<file path="config.mk">
export PLATFORM = sky130hd
export DESIGN_NAME = indexed_array_list
export DESIGN_NICKNAME = d
export VERILOG_FILES = /design/src/ial_pkg.sv /design/src/ial_cell.sv /design/src/indexed_array_list.sv
export SDC_FILE = /design/constraint.sdc
export NUM_CORES = 2
export LEC_CHECK = 0
export ABC_AREA = 0
export BUFFER_PORTS_ARGS = -buffer_cell sky130_fd_sc_hd__clkbuf_2
export CAP_MARGIN = 20
export CORE_UTILIZATION = 23
export DETAILED_ROUTE_END_ITERATION = 10
export GPL_TIMING_DRIVEN = 0
export MAX_ROUTING_LAYER = met4
export PLACE_DENSITY_LB_ADDON = 0.05
export SYNTH_ARGS = -nofsm -noshare
export SYNTH_HDL_FRONTEND = slang
export SYNTH_HIERARCHICAL = 1
export SYNTH_SLANG_ARGS = --single-unit
</file>
<file path="constraint.sdc">
create_clock -name clk -period 11.1 [get_ports clk]
set_clock_uncertainty 0.15 [all_clocks]
set_input_delay 1.11 -clock clk [delete_from_list [all_inputs] [get_ports clk]]
set_output_delay 1.11 -clock clk [all_outputs]
set_load 0.05 [all_outputs]
</file>
<file path="src/ial_pkg.sv">
`timescale 1ns / 1ps
`default_nettype none

package ial_pkg;

    localparam int CAPACITY_DEF  = 16;
    localparam int KEY_WIDTH_DEF = 32;

    localparam int ACTION_W = 2;
    localparam int POS_W    = 5;
    localparam int VALUE_W  = 32;
    localparam int STATUS_W = 2;
    localparam int COUNT_W  = 5;

    localparam logic [ACTION_W-1:0] ACT_INSERT = 2'd0;
    localparam logic [ACTION_W-1:0] ACT_DELETE = 2'd1;
    localparam logic [ACTION_W-1:0] ACT_SEARCH = 2'd2;
    localparam logic [ACTION_W-1:0] ACT_READ   = 2'd3;

    localparam logic [STATUS_W-1:0] ST_OK    = 2'd0;
    localparam logic [STATUS_W-1:0] ST_FULL  = 2'd1;
    localparam logic [STATUS_W-1:0] ST_EMPTY = 2'd2;
    localparam logic [STATUS_W-1:0] ST_RANGE = 2'd3;

    typedef struct packed {
        logic [ACTION_W-1:0] action;
        logic [POS_W-1:0]    position;
        logic [VALUE_W-1:0]  entry_value;
    } ial_in_t;

    typedef struct packed {
        logic [STATUS_W-1:0] status;
        logic                found;
        logic [VALUE_W-1:0]  read_value;
        logic [COUNT_W-1:0]  count;
    } ial_out_t;

    // Per-cycle command broadcast to every cell
    typedef struct packed {
        logic             ins;
        logic             del;
        logic             srch;
        logic             rd;
        logic [POS_W-1:0] pos;
    } ial_ctl_t;

endpackage

`default_nettype wire

</file>
<file path="src/ial_cell.sv">
`timescale 1ns / 1ps
`default_nettype none

module ial_cell #(
    parameter int KEY_W = 32,
    parameter int CNT_W = 5,
    parameter int INDEX = 0
) (
    input  wire logic                clk,
    input  wire ial_pkg::ial_ctl_t   ctl,
    input  wire logic [KEY_W-1:0]    key,
    input  wire logic [CNT_W-1:0]    count,
    input  wire logic [KEY_W-1:0]    left,
    input  wire logic [KEY_W-1:0]    right,
    output logic      [KEY_W-1:0]    entry,
    output logic                     hit,
    output logic      [KEY_W-1:0]    rd_data
);
    import ial_pkg::*;

    logic [KEY_W-1:0] entry_reg;
    logic [KEY_W-1:0] entry_next;
    logic             hit_reg;
    logic             hit_next;
    logic [KEY_W-1:0] rd_reg;
    logic [KEY_W-1:0] rd_next;
    logic             after_pos;
    logic             at_pos;
    logic             live;

    assign after_pos = int'(ctl.pos) < INDEX;
    assign at_pos    = int'(ctl.pos) == INDEX;
    assign live      = int'(count) > INDEX;

    always_comb
    begin
        entry_next = entry_reg;
        if (ctl.ins)
        begin
            if (after_pos)
                entry_next = left;
            else if (at_pos)
                entry_next = key;
        end
        else if (ctl.del)
        begin
            if (after_pos || at_pos)
                entry_next = right;
        end
        hit_next = ctl.srch && live && (entry_reg == key);
        rd_next  = (ctl.rd && at_pos) ? entry_reg : '0;
    end

    always_ff @(posedge clk)
    begin
        entry_reg <= entry_next;
        hit_reg   <= hit_next;
        rd_reg    <= rd_next;
    end

    assign entry   = entry_reg;
    assign hit     = hit_reg;
    assign rd_data = rd_reg;

endmodule

`default_nettype wire

</file>
<file path="src/indexed_array_list.sv">
`timescale 1ns / 1ps
`default_nettype none

// Ordered list of up to CAPACITY keys held in a row of cells. Insert, delete,
// search and read each take one request per clock: busy stays low, so a
// request is taken at every edge where start is high. The cells shift and
// compare all entries at once and register their match and read data, and
// the merged match and read data are then registered into result as done
// rises. The receiver cannot stall: capture result in the cycle done is
// high.
module indexed_array_list #(
    parameter int CAPACITY  = ial_pkg::CAPACITY_DEF,
    parameter int KEY_WIDTH = ial_pkg::KEY_WIDTH_DEF
) (
    input  wire logic              clk,
    input  wire logic              rst_n,
    input  wire logic              start,
    output logic                   busy,
    input  wire ial_pkg::ial_in_t  request,
    output logic                   done,
    output ial_pkg::ial_out_t      result
);
    import ial_pkg::*;

    localparam int CNT_W = $clog2(CAPACITY + 1);

    logic [CNT_W-1:0]     count_reg;
    logic [CNT_W-1:0]     count_next;
    logic                 s1_valid_reg;
    logic [STATUS_W-1:0]  s1_status_reg;
    logic [STATUS_W-1:0]  status_next;
    logic [CNT_W-1:0]     s1_count_reg;
    logic                 done_reg;
    ial_out_t             result_reg;
    ial_out_t             result_next;

    ial_ctl_t             ctl;
    logic [KEY_WIDTH-1:0] key;
    logic                 accept;
    logic                 is_full;
    logic                 is_empty;
    logic                 pos_gt_cnt;
    logic                 pos_ge_cnt;

    logic [KEY_WIDTH-1:0] ent  [CAPACITY];
    logic [KEY_WIDTH-1:0] rdv  [CAPACITY];
    logic [CAPACITY-1:0]  hits;
    logic [KEY_WIDTH-1:0] rd_merge;

    assign busy   = 1'b0;
    assign accept = start && !busy;
    assign key    = KEY_WIDTH'(request.entry_value);

    assign is_full    = count_reg >= CNT_W'(CAPACITY);
    assign is_empty   = count_reg == '0;
    assign pos_gt_cnt = int'(request.position) > int'(count_reg);
    assign pos_ge_cnt = int'(request.position) >= int'(count_reg);

    always_comb
    begin
        ctl         = '0;
        ctl.pos     = request.position;
        status_next = ST_OK;
        count_next  = count_reg;
        case (request.action)
            ACT_INSERT:
            begin
                if (is_full)
                    status_next = ST_FULL;
                else if (pos_gt_cnt)
                    status_next = ST_RANGE;
                else
                begin
                    ctl.ins    = accept;
                    count_next = count_reg + 1'b1;
                end
            end
            ACT_DELETE:
            begin
                if (is_empty)
                    status_next = ST_EMPTY;
                else if (pos_ge_cnt)
                    status_next = ST_RANGE;
                else
                begin
                    ctl.del    = accept;
                    count_next = count_reg - 1'b1;
                end
            end
            ACT_SEARCH:
            begin
                ctl.srch = accept;
            end
            ACT_READ:
            begin
                if (pos_ge_cnt)
                    status_next = ST_RANGE;
                else
                    ctl.rd = accept;
            end
            default:
            begin
                status_next = ST_OK;
            end
        endcase
    end

    for (genvar k = 0; k < CAPACITY; k++)
    begin : g_cell
        logic [KEY_WIDTH-1:0] left_in;
        logic [KEY_WIDTH-1:0] right_in;

        if (k == 0)
        begin : g_first
            assign left_in = '0;
        end
        else
        begin : g_mid_l
            assign left_in = ent[k-1];
        end

        if (k == CAPACITY - 1)
        begin : g_last
            assign right_in = '0;
        end
        else
        begin : g_mid_r
            assign right_in = ent[k+1];
        end

        ial_cell #(
            .KEY_W (KEY_WIDTH),
            .CNT_W (CNT_W),
            .INDEX (k)
        ) u_cell (
            .clk     (clk),
            .ctl     (ctl),
            .key     (key),
            .count   (count_reg),
            .left    (left_in),
            .right   (right_in),
            .entry   (ent[k]),
            .hit     (hits[k]),
            .rd_data (rdv[k])
        );
    end

    // Only the addressed cell drives nonzero read data
    always_comb
    begin
        rd_merge = '0;
        for (int k = 0; k < CAPACITY; k++)
            rd_merge = rd_merge | rdv[k];
    end

    always_comb
    begin
        result_next            = '0;
        result_next.status     = s1_status_reg;
        result_next.found      = |hits;
        result_next.read_value = VALUE_W'(rd_merge);
        result_next.count      = COUNT_W'(s1_count_reg);
    end

    always_ff @(posedge clk or negedge rst_n)
    begin
        if (!rst_n)
        begin
            count_reg    <= '0;
            s1_valid_reg <= 1'b0;
            done_reg     <= 1'b0;
        end
        else
        begin
            if (accept)
                count_reg <= count_next;
            s1_valid_reg <= accept;
            done_reg     <= s1_valid_reg;
        end
    end

    always_ff @(posedge clk)
    begin
        if (accept)
        begin
            s1_status_reg <= status_next;
            s1_count_reg  <= count_next;
        end
        if (s1_valid_reg)
            result_reg <= result_next;
    end

    assign done   = done_reg;
    assign result = result_reg;

endmodule

`default_nettype wire

</file>
==> results.json <==
{
  "outcome": "complete, no violations",
  "clkSlewWorstSetupHoldPaths_ns": 0.05,
  "number_of_enable_type_register_cells_in_the_synthesized_netlist": 559,
  "timing.fmax_mhz": 180,
  "grt_max_degree": 33,
  "power.share.sequential_pct": 43.0,
  "timing.critical_path.depth": 13,
  "start_kind": "register",
  "worstPathMaxFanout": 32,
  "clockRootBuffer": "sky130_fd_sc_hd__clkbuf_16",
  "required_ns": 11.37,
  "grt_pass1_vias": 36000,
  "ioPinCount": 84,
  "cap_viol_max_count": 0,
  "critical_path_buf_inv_count": 8,
  "synth_top_family_by_area": "simple AND/OR/NAND/NOR gates",
  "grt_setup_unrepaired": "no",
  "final_layout_size_suffix_gt1_share_pct": 11.8,
  "io_buffers": 80,
  "fillCellCount": 22600,
  "synth_simple_gate_area_share_pct": 16.4,
  "detailedRoute.firstPassIterationCount": 5,
  "final_max_slew_viol_count": 0,
  "critical_path.top_delay_family": "buffers and inverters",
  "final_net_count": 4769,
  "drt_iter0_markers": 2894,
  "category_of_the_critical_setup_timing_path": "register to register",
  "core_rows": 170,
  "initial_utilization_pct": 23.1,
  "wl_per_cell_um": 29.8,
  "drt-total-wl_um": 229000,
  "timing.final.crit_period_ns": 5.57,
  "cts_buffers": 142,
  "net_sw_share_pct": 26.6,
  "static_leakage_power_uw": 0.0222,
  "crit_path_end": "g_cell[3].u_cell/entry[9]$_DFFE_PP_",
  "synthMuxAreaShare_pct": 9.81,
  "max-clock-path-buffers": 3,
  "hold_path.class": "register to register",
  "peakVddDrop_mv": 0.157,
  "fp.dieW_um": 467,
  "r2r_setup_slack_ns": 5.53,
  "global_route.overflow_total": 0,
  "critical_path.reg2reg.startpoint": "count_reg[4]$_DFFE_PN0P_",
  "via_per_inst": 4.59,
  "cellPowerDensity_mw_per_mm2": 172,
  "post_cts.repair.setup_buffers": 0,
  "mappedNetlistArea_mm2": 0.0497,
  "holdWs_ns": 0.264,
  "cts.htree.levels": 4,
  "final_hold_viol_count": 0,
  "die_area_mm2": 0.218,
  "clock_power_share_pct": 46.4,
  "post_synth.cell_area_avg_um2": 11.3,
  "synth_xor_area_share_pct": 9.07,
  "place.gp.congestion": 0.899,
  "timing.critical_path.slowest_stage_cell": "sky130_fd_sc_hd__o21a_2",
  "cts_sinks": 1094,
  "cts_tree": "built",
  "clkLatencyLatePin_ns": 0.80,
  "synth_async_sr_flop_share_pct": 0.640,
  "critical-path-max-stage-delay_ns": 0.82,
  "track_usage_pct": 21.4,
  "antenna_found_initial": 19,
  "power_report.internal_total_uw": 7540,
  "crit_path_end_kind": "register",
  "final_min_period_over_clock_period_pct": 50.2,
  "synth.yosys.warnings": 6,
  "min-delay-start": "s1_status_reg[0]$_DFFE_PP_",
  "postSynthCellCount": 4390,
  "final_antenna_net_count": 0,
  "cp_data_arrival_time_ns": 5.85,
  "slew_headroom_pct": 23.9,
  "detailedPlace.worstSlack_ns": 4.81,
  "wire_length_of_the_first_global_routing_pass_um": 310000,
  "drc_errors": 0,
  "crit_start": "count_reg[4]$_DFFE_PN0P_",
  "synth_ff_type": "sky130_fd_sc_hd__edfxtp_1",
  "power.switching_uw": 2740,
  "vias": 35300,
  "final_hpwl_from_detailed_placement_um": 184000,
  "syn2layout_area_growth_pct": 20.3,
  "final.setup.worst_slack_ns": 5.53,
  "r2r.worst_path.cells": 13,
  "crit_chain": "buf_12, clkbuf_1, inv_1, ha_1, a21oi_1, a22oi_4, nor4_2, buf_4, buf_4, buf_4, clkbuf_1, clkbuf_1, o21a_2",
  "synth_seq_area_share_pct": 55.4,
  "count_of_final_setup_violators": 0,
  "synth.lib_cells_used.distinct": 90,
  "share_comb_of_total_power_pct": 10.7,
  "synth_adder_area_share_pct": 0.176,
  "die_h_um": 467,
  "synth_compound_area_share_pct": 6.10,
  "tightest_slew_ns": 1.13,
  "worstReg2RegEnd": "g_cell[3].u_cell/entry[9]$_DFFE_PP_",
  "ys_seq_elements": 1094,
  "core_mm2": 0.215
}
## placed cells by master, fill, tap and decap left out, drive strengths merged, types with 4 or more instances in the layout
master and count:
bufinv 4, a31oi 34, o2111ai 5, a21o 4, dfxtp 528, xnor2 51, inv 14, buf 149
and2 480, edfxtp 559, nand3 25, conb 33, nor3b 5, mux2i 450, dfrtp 7, nor2 513
mux2 33, or3 4, a211oi 7, xor2 463, nand2 80, diode 11, ha 7, clkbuf 444
nand4 60, or4 4, o21a 9, a21oi 456, nor4 252, or2 4, o21ai 8, clkinv 29
nor3 38, and3 38
## power groups by stage
stage / Combinational (uW) / Sequential, uW / Clock [uW]
detailed placement: 1070 / 4510 / 0
floorplan: 514 / 4500 / 0
finish: 1100 / 4420 / 4770
CTS: 1080 / 4420 / 4930
global route: 1160 / 4420 / 5060
global placement: 960 / 4560 / 0
## what timing repair did
action,CTS,global route
gates resized for setup,0,0
hold buffers,1,0
hold endpoints to repair,7,0
## worst min path at each step
stage               cells past startpoint              endpoint  slack, ns
floorplan                               0   result[0]$_DFFE_PP_       0.25
global placement                        0  result[39]$_DFFE_PP_       0.25
detailed placement                      0  result[39]$_DFFE_PP_       0.26
CTS                                     0  result[38]$_DFFE_PP_       0.27
global route                            0   result[0]$_DFFE_PP_       0.27
finish                                  0  result[38]$_DFFE_PP_       0.26
## cells in the mapped netlist, drive strengths merged, types with 51 or more instances
master	n	area, um2
a21oi	456	2300
and2	480	3000
buf	76	941
clkbuf	142	548
dfxtp	528	10600
edfxtp	559	16800
mux2i	450	4500
nand2	80	305
nand4	60	375
nor2	513	1990
nor4	252	1590
xnor2	51	454
xor2	463	4060
## metrics by stage
step	area [um2]	utilization, %	total power, uW	TNS, ns	std cells
floorplan	49900	-	5010	0	4422
global placement	53800	25.0	5520	-3688.74	7340
detailed placement	54900	25.5	5580	0	7408
CTS	59700	27.8	10400	0	7672
global route	59800	27.8	10600	0	7678
finish	59800	27.8	10300	0	7688
## logic make-up (layout without fill, tap and decap cells)
kind of cell	Yosys count	count (layout)
AND/OR/NAND/NOR	1517	1517
flip-flops	1094	1094
AO/OA/AOI/OAI	548	548
XOR/XNOR	514	514
multiplexers	483	483
buffers and inverters	226	643
adder cells (fa/ha/maj)	7	7
other	1	44
## layer usage
layer / share of wire, % / up-vias / track usage [%]
met5: 0 / - / -
met1: 48 / 17900 / 29.7
met3: 5.8 / 185 / 4.05
li1: - / 16300 / -
met4: 1.5 / 0 / 4.15
met2: 45 / 873 / 32.1
## area by class of cell
cell class / count / area (um2) / share of cell area (%)
inverters: 8 / 30.0 / 0.0502
multi-input cells: 3102 / 21000 / 35.1
clock buffers: 222 / 4480 / 7.50
diodes: 11 / 27.5 / 0.0460
well taps: 2838 / 3550 / 5.94
clock inverters: 41 / 334 / 0.559
plain buffers: 218 / 1490 / 2.49
repair buffers: 154 / 1340 / 2.24
flip-flops and latches: 1094 / 27500 / 46.0
No activity file was read; power rests on OpenSTA's default activity.
